## config.mk

```make
export PLATFORM = sky130hd
export DESIGN_NAME = load_cell_adc_reader
export DESIGN_NICKNAME = d
export VERILOG_FILES = /design/src/lcar_pkg.sv /design/src/lcar_front.sv /design/src/lcar_fifo.sv /design/src/lcar_back.sv /design/src/load_cell_adc_reader.sv
export VERILOG_INCLUDE_DIRS = /design/src /design/src/src
export SDC_FILE = /design/constraint.sdc
export NUM_CORES = 2
export LEC_CHECK = 0
export BUFFER_PORTS_ARGS = -buffer_cell sky130_fd_sc_hd__buf_2
export CELL_PAD_IN_SITES_DETAIL_PLACEMENT = 1
export CELL_PAD_IN_SITES_GLOBAL_PLACEMENT = 2
export CORE_MARGIN = 1.5
export CORE_UTILIZATION = 39
export DETAILED_ROUTE_END_ITERATION = 8
export GPL_TIMING_DRIVEN = 0
export PLACE_DENSITY_LB_ADDON = 0.2
export SLEW_MARGIN = 10
export SYNTH_ARGS = -nofsm -noshare
export SYNTH_HDL_FRONTEND = slang
export SYNTH_SLANG_ARGS = --single-unit
```

## constraint.sdc

```tcl
create_clock -name i_clk -period 12.1 [get_ports i_clk]
set_input_delay 2.42 -clock i_clk [delete_from_list [all_inputs] [get_ports i_clk]]
set_output_delay 2.42 -clock i_clk [all_outputs]
set_load 0.1 [all_outputs]
```

## src/load_cell_adc_reader_defines.svh

```systemverilog
// assertion macros shared by the load cell reader modules
`ifndef LOAD_CELL_ADC_READER_DEFINES_SVH
`define LOAD_CELL_ADC_READER_DEFINES_SVH

`ifndef SYNTH

// antecedent holds, consequent holds on the same edge
`define LCAR_ASSERT_SAME(label, clk, rst_n, ante, cons) \
    label: assert property (@(posedge clk) disable iff (!rst_n) (ante) |-> (cons)) \
        else $error("load cell reader check failed");

// antecedent holds, consequent holds on the next edge
`define LCAR_ASSERT_NEXT(label, clk, rst_n, ante, cons) \
    label: assert property (@(posedge clk) disable iff (!rst_n) (ante) |=> (cons)) \
        else $error("load cell reader check failed");

`else

`define LCAR_ASSERT_SAME(label, clk, rst_n, ante, cons)
`define LCAR_ASSERT_NEXT(label, clk, rst_n, ante, cons)

`endif

`endif

```

## src/lcar_pkg.sv

```systemverilog
// shared types and constants of the load cell reader
package lcar_pkg;

    localparam int SUM_W      = 32;
    localparam int CNT_W      = 8;
    localparam int GAIN_W     = 2;
    localparam int SCALE_W    = 32;
    localparam int RAW_W      = 24;
    localparam int NET_W      = 25;
    localparam int WT_W       = 32;
    localparam int PROD_W     = NET_W + SCALE_W + 1;
    localparam int DIV_CNT_W  = $clog2(SUM_W);
    localparam int CFG_IDX_W  = 2;
    localparam int CFG_DATA_W = 32;
    localparam int IN_TDATA_W  = 8;
    localparam int OUT_TDATA_W = 88;

    localparam logic [CFG_IDX_W-1:0] CFG_GAIN_PULSES      = 2'd0;
    localparam logic [CFG_IDX_W-1:0] CFG_AVERAGE_COUNT    = 2'd1;
    localparam logic [CFG_IDX_W-1:0] CFG_SCALE_RECIPROCAL = 2'd2;
    localparam logic [CFG_IDX_W-1:0] CFG_POWER_DOWN       = 2'd3;

    localparam logic [GAIN_W-1:0]  GAIN_RESET  = 2'd1;
    localparam logic [CNT_W-1:0]   COUNT_RESET = 8'd1;
    localparam logic [SCALE_W-1:0] SCALE_RESET = 32'h0001_0000;

    localparam logic [WT_W-1:0] WT_MAX = 32'h7FFF_FFFF;
    localparam logic [WT_W-1:0] WT_MIN = 32'h8000_0000;

    typedef struct packed {
        logic [GAIN_W-1:0] gain_pulses;
        logic [CNT_W-1:0]  average_count;
        logic              power_down;
    } t_front_cfg;

    typedef struct packed {
        logic             sck;
        logic             busy;
        logic             done;
        logic             tare;
        logic [CNT_W-1:0] count;
        logic [SUM_W-1:0] sum;
    } t_tick;

    typedef struct packed {
        logic             saturated;
        logic [WT_W-1:0]  weight;
        logic [NET_W-1:0] net_value;
        logic [RAW_W-1:0] raw_average;
        logic             was_tare;
        logic             done_res;
        logic             busy_res;
        logic             sck;
    } t_result;

endpackage

```

## src/lcar_front.sv

```systemverilog
// tick sequencer: converter handshake, bit shifting and running sum
module lcar_front
    import lcar_pkg::*;
#(
    parameter int DATA_BITS = 24
) (
    input  logic       i_clk,
    input  logic       i_rst_n,
    input  logic       i_valid,
    output logic       o_ready,
    input  logic       i_dt_level,
    input  logic       i_start_req,
    input  logic       i_mode,
    input  t_front_cfg i_cfg,
    input  logic       i_full,
    output logic       o_push,
    output t_tick      o_tick
);

    localparam int BC_W = $clog2(DATA_BITS + 1);

    typedef enum logic [2:0] {
        PH_IDLE, PH_WAIT, PH_DHIGH, PH_DLOW, PH_GHIGH, PH_GLOW
    } t_phase;

    t_phase                 r_phase, n_phase;
    logic [BC_W-1:0]        r_bit_counter, n_bit_counter;
    logic [DATA_BITS-1:0]   r_shift_data, n_shift_data;
    logic [CNT_W-1:0]       r_read_counter, n_read_counter;
    logic [SUM_W-1:0]       r_running_sum, n_running_sum;
    logic                   r_pending_mode, n_pending_mode;

    logic [GAIN_W-1:0] pulses;
    logic [CNT_W-1:0]  count_eff;
    logic [BC_W-1:0]   bc_inc;
    logic [CNT_W-1:0]  rc_inc;
    logic [SUM_W-1:0]  sample_ext;
    logic              t_sck, t_busy, t_done;

    assign o_ready = !i_full;
    assign o_push  = i_valid && !i_full;

    assign pulses     = (i_cfg.gain_pulses == '0) ? GAIN_W'(1) : i_cfg.gain_pulses;
    assign count_eff  = (i_cfg.average_count == '0) ? CNT_W'(1) : i_cfg.average_count;
    assign bc_inc     = r_bit_counter + BC_W'(1);
    assign rc_inc     = r_read_counter + CNT_W'(1);
    assign sample_ext = {{(SUM_W-DATA_BITS){r_shift_data[DATA_BITS-1]}}, r_shift_data};

    always_comb begin
        n_phase        = r_phase;
        n_bit_counter  = r_bit_counter;
        n_shift_data   = r_shift_data;
        n_read_counter = r_read_counter;
        n_running_sum  = r_running_sum;
        n_pending_mode = r_pending_mode;
        t_sck  = 1'b0;
        t_busy = 1'b0;
        t_done = 1'b0;
        unique case (r_phase)
            PH_IDLE: begin
                if (i_cfg.power_down) begin
                    t_sck = 1'b1;
                end else if (i_start_req) begin
                    n_pending_mode = i_mode;
                    n_read_counter = '0;
                    n_running_sum  = '0;
                    n_bit_counter  = '0;
                    n_shift_data   = '0;
                    n_phase        = PH_WAIT;
                    t_busy         = 1'b1;
                end
            end
            PH_WAIT: begin
                t_busy = 1'b1;
                if (!i_dt_level) begin
                    n_bit_counter = '0;
                    n_shift_data  = '0;
                    n_phase       = PH_DHIGH;
                end
            end
            PH_DHIGH: begin
                t_sck        = 1'b1;
                t_busy       = 1'b1;
                n_shift_data = {r_shift_data[DATA_BITS-2:0], i_dt_level};
                n_phase      = PH_DLOW;
            end
            PH_DLOW: begin
                t_busy = 1'b1;
                if (bc_inc >= BC_W'(DATA_BITS)) begin
                    n_bit_counter = '0;
                    n_phase       = PH_GHIGH;
                end else begin
                    n_bit_counter = bc_inc;
                    n_phase       = PH_DHIGH;
                end
            end
            PH_GHIGH: begin
                t_sck   = 1'b1;
                t_busy  = 1'b1;
                n_phase = PH_GLOW;
            end
            PH_GLOW: begin
                if (bc_inc < {{(BC_W-GAIN_W){1'b0}}, pulses}) begin
                    t_busy        = 1'b1;
                    n_bit_counter = bc_inc;
                    n_phase       = PH_GHIGH;
                end else begin
                    n_bit_counter  = '0;
                    n_running_sum  = r_running_sum + sample_ext;
                    n_read_counter = rc_inc;
                    if (rc_inc < count_eff) begin
                        t_busy  = 1'b1;
                        n_phase = PH_WAIT;
                    end else begin
                        t_done  = 1'b1;
                        n_phase = PH_IDLE;
                    end
                end
            end
            default: begin
                n_phase = PH_IDLE;
            end
        endcase
    end

    always_comb begin
        o_tick.sck   = t_sck;
        o_tick.busy  = t_busy;
        o_tick.done  = t_done;
        o_tick.tare  = r_pending_mode;
        o_tick.count = count_eff;
        o_tick.sum   = n_running_sum;
    end

    always_ff @(posedge i_clk) begin
        if (!i_rst_n) begin
            r_phase        <= PH_IDLE;
            r_bit_counter  <= '0;
            r_shift_data   <= '0;
            r_read_counter <= '0;
            r_running_sum  <= '0;
            r_pending_mode <= 1'b0;
        end else if (o_push) begin
            r_phase        <= n_phase;
            r_bit_counter  <= n_bit_counter;
            r_shift_data   <= n_shift_data;
            r_read_counter <= n_read_counter;
            r_running_sum  <= n_running_sum;
            r_pending_mode <= n_pending_mode;
        end
    end

endmodule

```

## src/lcar_fifo.sv

```systemverilog
// short tick queue between sequencer and arithmetic back end
`include "load_cell_adc_reader_defines.svh"

module lcar_fifo
    import lcar_pkg::*;
#(
    parameter int DEPTH = 4
) (
    input  logic  i_clk,
    input  logic  i_rst_n,
    input  logic  i_push,
    input  t_tick i_data,
    output logic  o_full,
    input  logic  i_pop,
    output t_tick o_data,
    output logic  o_empty
);

    localparam int PTR_W = (DEPTH > 1) ? $clog2(DEPTH) : 1;
    localparam int CNT_W_Q = $clog2(DEPTH + 1);

    t_tick              r_mem [DEPTH];
    logic [PTR_W-1:0]   r_wr_ptr, r_rd_ptr;
    logic [CNT_W_Q-1:0] r_count;

    function automatic logic [PTR_W-1:0] ptr_next(input logic [PTR_W-1:0] p);
        logic [PTR_W-1:0] r;
        r = (p == PTR_W'(DEPTH - 1)) ? '0 : p + PTR_W'(1);
        return r;
    endfunction

    assign o_full  = (r_count == CNT_W_Q'(DEPTH));
    assign o_empty = (r_count == '0);
    assign o_data  = r_mem[r_rd_ptr];

    always_ff @(posedge i_clk) begin
        if (i_push) begin
            r_mem[r_wr_ptr] <= i_data;
        end
    end

    always_ff @(posedge i_clk) begin
        if (!i_rst_n) begin
            r_wr_ptr <= '0;
            r_rd_ptr <= '0;
            r_count  <= '0;
        end else begin
            if (i_push) begin
                r_wr_ptr <= ptr_next(r_wr_ptr);
            end
            if (i_pop) begin
                r_rd_ptr <= ptr_next(r_rd_ptr);
            end
            case ({i_push, i_pop})
                2'b10:   r_count <= r_count + CNT_W_Q'(1);
                2'b01:   r_count <= r_count - CNT_W_Q'(1);
                default: r_count <= r_count;
            endcase
        end
    end

    `LCAR_ASSERT_SAME(a_no_overflow, i_clk, i_rst_n, i_push, r_count != CNT_W_Q'(DEPTH))
    `LCAR_ASSERT_SAME(a_no_underflow, i_clk, i_rst_n, i_pop, r_count != '0)

endmodule

```

## src/lcar_back.sv

```systemverilog
// averaging divider, tare offset, scaling multiply and result register
`include "load_cell_adc_reader_defines.svh"

module lcar_back
    import lcar_pkg::*;
#(
    parameter int SCALE_FRAC_BITS = 16
) (
    input  logic               i_clk,
    input  logic               i_rst_n,
    input  logic               i_empty,
    input  t_tick              i_tick,
    output logic               o_pop,
    input  logic [SCALE_W-1:0] i_scale,
    output logic               o_valid,
    input  logic               i_ready,
    output t_result            o_result
);

    typedef enum logic [2:0] {
        B_IDLE, B_DIV, B_AVG, B_SUB, B_MUL, B_LOAD
    } t_bstate;

    t_bstate                 r_state;
    logic [DIV_CNT_W-1:0]    r_div_cnt;
    logic [CNT_W-1:0]        r_rem;
    logic [CNT_W-1:0]        r_divisor;
    logic [SUM_W-1:0]        r_quo;
    logic                    r_neg;
    logic                    r_tare;
    logic [RAW_W-1:0]        r_avg;
    logic [RAW_W-1:0]        r_offset;
    logic [NET_W-1:0]        r_net;
    logic signed [PROD_W-1:0] r_prod;
    logic                    r_out_valid;
    t_result                 r_out;

    logic                    out_free;
    logic                    load_plain;
    logic                    load_done;
    t_result                 plain_out;
    logic [CNT_W:0]          rem_sh;
    logic [CNT_W:0]          rem_diff;
    logic                    quo_bit;
    logic [SUM_W-1:0]        sum_abs;
    logic [SUM_W-1:0]        avg_full;
    logic [NET_W-1:0]        net_calc;
    logic signed [PROD_W-1:0] prod_calc;
    logic signed [PROD_W-1:0] shifted;
    logic                    in_range;
    logic [WT_W-1:0]         wt_sat;

    assign out_free   = !r_out_valid || i_ready;
    assign o_pop      = (r_state == B_IDLE) && !i_empty && (i_tick.done || out_free);
    assign load_plain = o_pop && !i_tick.done;
    assign load_done  = (r_state == B_LOAD) && out_free;
    assign o_valid    = r_out_valid;
    assign o_result   = r_out;

    always_comb begin
        plain_out          = '0;
        plain_out.sck      = i_tick.sck;
        plain_out.busy_res = i_tick.busy;
    end

    assign sum_abs  = i_tick.sum[SUM_W-1] ? (~i_tick.sum + SUM_W'(1)) : i_tick.sum;
    assign rem_sh   = {r_rem, r_quo[SUM_W-1]};
    assign rem_diff = rem_sh - {1'b0, r_divisor};
    assign quo_bit  = (rem_sh >= {1'b0, r_divisor});

    assign avg_full  = r_neg ? (~r_quo + SUM_W'(1)) : r_quo;
    assign net_calc  = {r_avg[RAW_W-1], r_avg} - {r_offset[RAW_W-1], r_offset};
    assign prod_calc = $signed(r_net) * $signed({1'b0, i_scale});
    assign shifted   = r_prod >>> SCALE_FRAC_BITS;
    assign in_range  = (shifted[PROD_W-1:WT_W-1] == '0) || (shifted[PROD_W-1:WT_W-1] == '1);
    assign wt_sat    = in_range ? shifted[WT_W-1:0] : (shifted[PROD_W-1] ? WT_MIN : WT_MAX);

    always_ff @(posedge i_clk) begin
        if (!i_rst_n) begin
            r_state     <= B_IDLE;
            r_div_cnt   <= '0;
            r_offset    <= '0;
            r_out_valid <= 1'b0;
        end else begin
            if (load_plain || load_done) begin
                r_out_valid <= 1'b1;
            end else if (i_ready) begin
                r_out_valid <= 1'b0;
            end
            unique case (r_state)
                B_IDLE: begin
                    if (o_pop) begin
                        if (i_tick.done) begin
                            r_quo     <= sum_abs;
                            r_neg     <= i_tick.sum[SUM_W-1];
                            r_rem     <= '0;
                            r_divisor <= i_tick.count;
                            r_tare    <= i_tick.tare;
                            r_div_cnt <= '0;
                            r_state   <= B_DIV;
                        end else begin
                            r_out <= plain_out;
                        end
                    end
                end
                B_DIV: begin
                    r_rem     <= quo_bit ? rem_diff[CNT_W-1:0] : rem_sh[CNT_W-1:0];
                    r_quo     <= {r_quo[SUM_W-2:0], quo_bit};
                    r_div_cnt <= r_div_cnt + DIV_CNT_W'(1);
                    if (r_div_cnt == DIV_CNT_W'(SUM_W - 1)) begin
                        r_state <= B_AVG;
                    end
                end
                B_AVG: begin
                    r_avg   <= avg_full[RAW_W-1:0];
                    r_state <= B_SUB;
                end
                B_SUB: begin
                    if (r_tare) begin
                        r_offset <= r_avg;
                        r_net    <= '0;
                        r_state  <= B_LOAD;
                    end else begin
                        r_net   <= net_calc;
                        r_state <= B_MUL;
                    end
                end
                B_MUL: begin
                    r_prod  <= prod_calc;
                    r_state <= B_LOAD;
                end
                B_LOAD: begin
                    if (load_done) begin
                        r_out.sck            <= 1'b0;
                        r_out.busy_res       <= 1'b0;
                        r_out.done_res       <= 1'b1;
                        r_out.was_tare       <= r_tare;
                        r_out.raw_average    <= r_avg;
                        r_out.net_value      <= r_net;
                        r_out.weight         <= r_tare ? '0 : wt_sat;
                        r_out.saturated      <= r_tare ? 1'b0 : !in_range;
                        r_state              <= B_IDLE;
                    end
                end
                default: begin
                    r_state <= B_IDLE;
                end
            endcase
        end
    end

    `LCAR_ASSERT_NEXT(a_div_exit, i_clk, i_rst_n, r_state == B_DIV, r_state == B_DIV || r_state == B_AVG)
    `LCAR_ASSERT_SAME(a_tare_zero, i_clk, i_rst_n, r_out_valid && r_out.was_tare, r_out.weight == '0 && r_out.net_value == '0 && !r_out.saturated)
    `LCAR_ASSERT_SAME(a_plain_zero, i_clk, i_rst_n, r_out_valid && !r_out.done_res, r_out.weight == '0 && !r_out.was_tare && r_out.raw_average == '0)
    `LCAR_ASSERT_SAME(a_pop_idle, i_clk, i_rst_n, o_pop, !i_empty && r_state == B_IDLE)

endmodule

```

## src/load_cell_adc_reader.sv

```systemverilog
// Bridge converter reader (two-wire, 24-bit serial interface). Each input transfer is one half-bit
// tick carrying the sampled data-out level, a start request and a measure/tare mode; each tick
// returns exactly one result transfer with the SCK level to drive and, on the completing tick,
// the averaged reading, the net value against the stored tare offset and the scaled weight.
// An ordinary tick reaches the output through the tick queue and the result register; the
// completing tick of a request also passes the one-bit-per-cycle divider that forms the average
// (32 steps), the offset subtract and the scaling multiply. The four-entry tick queue lets the
// input side keep accepting ticks until it is full. Configuration is written through the plain
// write port: index 0 gain pulses, 1 average count, 2 scale reciprocal (Q16.16), 3 power down.
module load_cell_adc_reader
    import lcar_pkg::*;
#(
    parameter int DATA_BITS       = 24,
    parameter int SCALE_FRAC_BITS = 16,
    parameter int QUEUE_DEPTH     = 4
) (
    input  logic                   i_clk,
    input  logic                   i_rst_n,
    input  logic                   s_axis_tvalid,
    output logic                   s_axis_tready,
    // dt_level, start_req, mode, zero fill
    input  logic [IN_TDATA_W-1:0]  s_axis_tdata,
    output logic                   m_axis_tvalid,
    input  logic                   m_axis_tready,
    // sck, busy_res, done_res, was_tare, raw_average, net_value, weight, saturated, zero fill
    output logic [OUT_TDATA_W-1:0] m_axis_tdata,
    input  logic                   i_cfg_we,
    input  logic [CFG_IDX_W-1:0]   i_cfg_addr,
    input  logic [CFG_DATA_W-1:0]  i_cfg_wdata
);

    logic [GAIN_W-1:0]  r_gain_pulses;
    logic [CNT_W-1:0]   r_average_count;
    logic [SCALE_W-1:0] r_scale_reciprocal;
    logic               r_power_down;

    t_front_cfg front_cfg;
    t_tick      push_tick, head_tick;
    logic       push, pop, full, empty;
    t_result    result;

    always_ff @(posedge i_clk) begin
        if (!i_rst_n) begin
            r_gain_pulses      <= GAIN_RESET;
            r_average_count    <= COUNT_RESET;
            r_scale_reciprocal <= SCALE_RESET;
            r_power_down       <= 1'b0;
        end else if (i_cfg_we) begin
            unique case (i_cfg_addr)
                CFG_GAIN_PULSES:      r_gain_pulses      <= i_cfg_wdata[GAIN_W-1:0];
                CFG_AVERAGE_COUNT:    r_average_count    <= i_cfg_wdata[CNT_W-1:0];
                CFG_SCALE_RECIPROCAL: r_scale_reciprocal <= i_cfg_wdata[SCALE_W-1:0];
                CFG_POWER_DOWN:       r_power_down       <= i_cfg_wdata[0];
                default: ;
            endcase
        end
    end

    assign front_cfg.gain_pulses   = r_gain_pulses;
    assign front_cfg.average_count = r_average_count;
    assign front_cfg.power_down    = r_power_down;

    lcar_front #(
        .DATA_BITS (DATA_BITS)
    ) u_front (
        .i_clk       (i_clk),
        .i_rst_n     (i_rst_n),
        .i_valid     (s_axis_tvalid),
        .o_ready     (s_axis_tready),
        .i_dt_level  (s_axis_tdata[0]),
        .i_start_req (s_axis_tdata[1]),
        .i_mode      (s_axis_tdata[2]),
        .i_cfg       (front_cfg),
        .i_full      (full),
        .o_push      (push),
        .o_tick      (push_tick)
    );

    lcar_fifo #(
        .DEPTH (QUEUE_DEPTH)
    ) u_fifo (
        .i_clk   (i_clk),
        .i_rst_n (i_rst_n),
        .i_push  (push),
        .i_data  (push_tick),
        .o_full  (full),
        .i_pop   (pop),
        .o_data  (head_tick),
        .o_empty (empty)
    );

    lcar_back #(
        .SCALE_FRAC_BITS (SCALE_FRAC_BITS)
    ) u_back (
        .i_clk    (i_clk),
        .i_rst_n  (i_rst_n),
        .i_empty  (empty),
        .i_tick   (head_tick),
        .o_pop    (pop),
        .i_scale  (r_scale_reciprocal),
        .o_valid  (m_axis_tvalid),
        .i_ready  (m_axis_tready),
        .o_result (result)
    );

    assign m_axis_tdata = {{(OUT_TDATA_W - $bits(t_result)){1'b0}}, result};

endmodule
```

==> flow_summary.json <==
{
  "antenna_left": 0,
  "nets": 6326,
  "synth_area_mm2": 0.0512,
  "finalPower_mw": 7.82,
  "place_congestion": 0.951,
  "crit_type": "reg -> reg",
  "cp_common_cell": "fa_1",
  "die_area_mm2": 0.133,
  "rsz0062_at_grt": "false",
  "drt_iter0_markers": 1873,
  "peakVddDrop_v": 0.000139,
  "htree_levels": 3,
  "period_minus_slack_ps": 9330,
  "worstPathMaxFanout": 10,
  "rows": 132,
  "num-fill-cells": 14700,
  "drtPass1Iterations": 5,
  "fin_crit_sh_pct": 77.1,
  "maxCapViolations": 0,
  "drv_slew": 0,
  "vias": 36700,
  "grt_pass1_wl_um": 253000,
  "core_area_mm2": 0.130,
  "hold_buffers": 0,
  "avgSynthCellArea_um2": 10.1,
  "cts_tree": "yes",
  "ctsLongestPathBuffers": 3,
  "power.density_mw_per_mm2": 138,
  "grt_antenna_before_repair": 9,
  "synth_edf_count": 403,
  "cts_made_buffers": 70,
  "crit_family": "adder cells",
  "track_usage_pct": 26.0,
  "cellLeakagePower_nw": 24.5,
  "clk_latency_ps": 690,
  "relSlewSlack_pct": 16.8,
  "synth-async-reset-ratio_pct": 0,
  "portBuffers": 129,
  "synth.distinct_cells": 88,
  "grt_max_degree": 30,
  "wl_per_cell_um": 24.0,
  "overflow": 0,
  "r2r-start": "u_back.r_net[9]",
  "tightestPinTransition_ps": 1250,
  "setup.worst_path.end": "u_back.r_prod[56]",
  "rr_endpoint": "u_back.r_prod[56]",
  "slowest_stage": "clkbuf_1",
  "crit_arrival_ps": 9740,
  "start_util_pct": 39.4,
  "cp_data_required_time_ps": 12510,
  "post_cts_resized": 0,
  "synthCells": 5053,
  "reg2reg_depth": 25,
  "cp-start-kind": "flop",
  "clk_pin_slew_worst_paths_ps": 60,
  "drive_above_1_share_pct": 6.76,
  "ff2ff_setup_slack_ps": 2770,
  "worstSetupEndpointType": "flop",
  "whs_ps": 452,
  "path_buf_inv": 6,
  "hold_class": "reg -> reg",
  "drt-vias-per-instance": 5.17,
  "finalSetupViolations": 0,
  "ios": 137,
  "area_delta_synth_final_pct": 10.8,
  "cts_sinks": 561,
  "cp.depth": 25,
  "yosys_most_used_dff": "edfxtp_1",
  "critPathMaxStageDelay_ps": 970,
  "hold_viol": 0,
  "clockRootBuffer": "clkbuf_16",
  "grt_pass1_vias": 39500,
  "skew_ps": 42.8,
  "finalWirelength_um": 170000,
  "die_w_um": 365,
  "yosysSeqAreaShare_pct": 29.8,
  "yosys_warnings": 0,
  "postCtsSetupRepairBufs": 0,
  "status": "completed",
  "fmax_mhz": 107,
  "cp-startpoint": "u_back.r_net[9]",
  "drc": 0,
  "dieHeight_um": 365,
  "hpwl_um": 139000,
  "utilization_pct": 43.7,
  "synth-seq-cells": 561
}
-- layout make-up --
cell class              instances  area [um^2]  share of cell area (%)
diodes                          6         15.0                  0.0265
repair buffers                157          936                    1.65
plain buffers                 258         1010                    1.78
well taps                    1742         2180                    3.84
inverters                     798         3000                    5.28
multi-input cells            3437        32000                    56.4
flip-flops and latches        561        15300                    26.9
clock inverters                43          522                   0.920
clock buffers                  87         1830                    3.22
-- where the power goes --
group	total (mW)	switching, mW	leakage, nW	internal (mW)
clock	2.17	0.938	1.13	1.23
sequential	2.54	0.133	4.96	2.41
combinational	3.11	2.07	18.4	1.04
total	7.82	3.14	24.5	4.67
-- worst min path at each step --
stage	end	slack (ps)	cells after the start	from
final	u_back.r_offset[10]	450	2	u_back.r_offset[10]
after global routing	u_back.r_offset[10]	470	2	u_back.r_offset[10]
after CTS	u_back.r_offset[19]	460	2	u_back.r_offset[19]
after detailed placement	u_back.r_offset[19]	450	2	u_back.r_offset[19]
after global placement	u_back.r_offset[3]	440	2	u_back.r_offset[3]
after floorplan	u_back.r_div_cnt[3]	420	1	u_back.r_div_cnt[3]
-- metal layers --
metal  up-vias  global-route usage [%]  part of all wire [%]
met3       215                    3.96                   5.0
met4        10                    8.08                   3.2
met5         -                       0                 0.034
met1     19200                    33.1                    42
li1      16600                       -                     -
met2       718                    45.2                    50
-- cells by family after synthesis --
group	share of synthesized area, %
buffers and inverters	7.83
DFF	29.8
and+or+nand+nor	15.9
adders and majority gates	34.5
other	0.00733
muxes	2.39
xor gates and xnor gates	2.53
AOI/OAI and AO/OA	7.09
-- tightest hold or removal path, delay by kind of cell, from the launching register on --
kind,cells,cell delay (ps)
DFF,1,310
and+or+nand+nor,1,50
AOI/OAI and AO/OA,1,50
-- stage by stage --
step	setup WS [ps]	cells	cell area [um^2]	setup TNS, ps
final	2770	7089	56700	0
after CTS	2750	7083	56700	0
after global routing	2470	7083	56700	0
after floorplan	449	5054	51200	0
after detailed placement	2800	6953	54400	0
after global placement	-5850	6925	54000	-500590
-- Yosys cell counts, drive strengths merged, types with 78 or more instances --
cell type / n / area [um^2]
and2: 481 / 3010
edfxtp: 403 / 12100
nand3: 82 / 410
dfxtp: 158 / 3160
fa: 690 / 13800
o21ai: 147 / 751
inv: 798 / 3000
xnor2: 95 / 832
nor2b: 78 / 488
clkbuf: 241 / 905
nor2: 134 / 513
ha: 306 / 3830
nand2: 710 / 2670
a21oi: 179 / 911
-- cell usage in the layout (no fill, tap or decap), drive strengths merged, types with 15 or more instances in the layout --
cell    Yosys  final
a21oi     179    179
xnor2      95     95
xor2       53     53
ha        306    306
and2      481    481
inv       798    805
a21o       46     46
edfxtp    403    403
nor2      134    134
nor2b      78     78
nand2b     35     35
dfxtp     158    158
nor3       45     45
nand4      15     15
a21boi     56     56
mux2i      18     18
nand2     710    710
clkbuf    241    328
mux4       43     43
o31ai      16     16
a31oi      18     18
fa        690    690
a211oi     16     16
nand3      82     82
buf        17    174
clkinv      0     27
o21ai     147    147
-- sequential cells by signal (all words and copies together), names as in the netlist, 5 cells and up, named ones only --
register and flops:
u_back.o_result 86, u_back.r_avg 24, u_front.r_shift_data 24, r_average_count 8, u_back.r_net 25, u_back.r_quo 32
u_back.r_divisor 8, u_back.r_div_cnt 5, u_front.r_read_counter 8, u_front.r_bit_counter 5, u_front.r_running_sum 32, r_scale_reciprocal 32
u_back.r_rem 8, u_fifo.r_mem 176, u_back.r_prod 42, u_back.r_offset 24
Power figures use the tool's default switching activity.
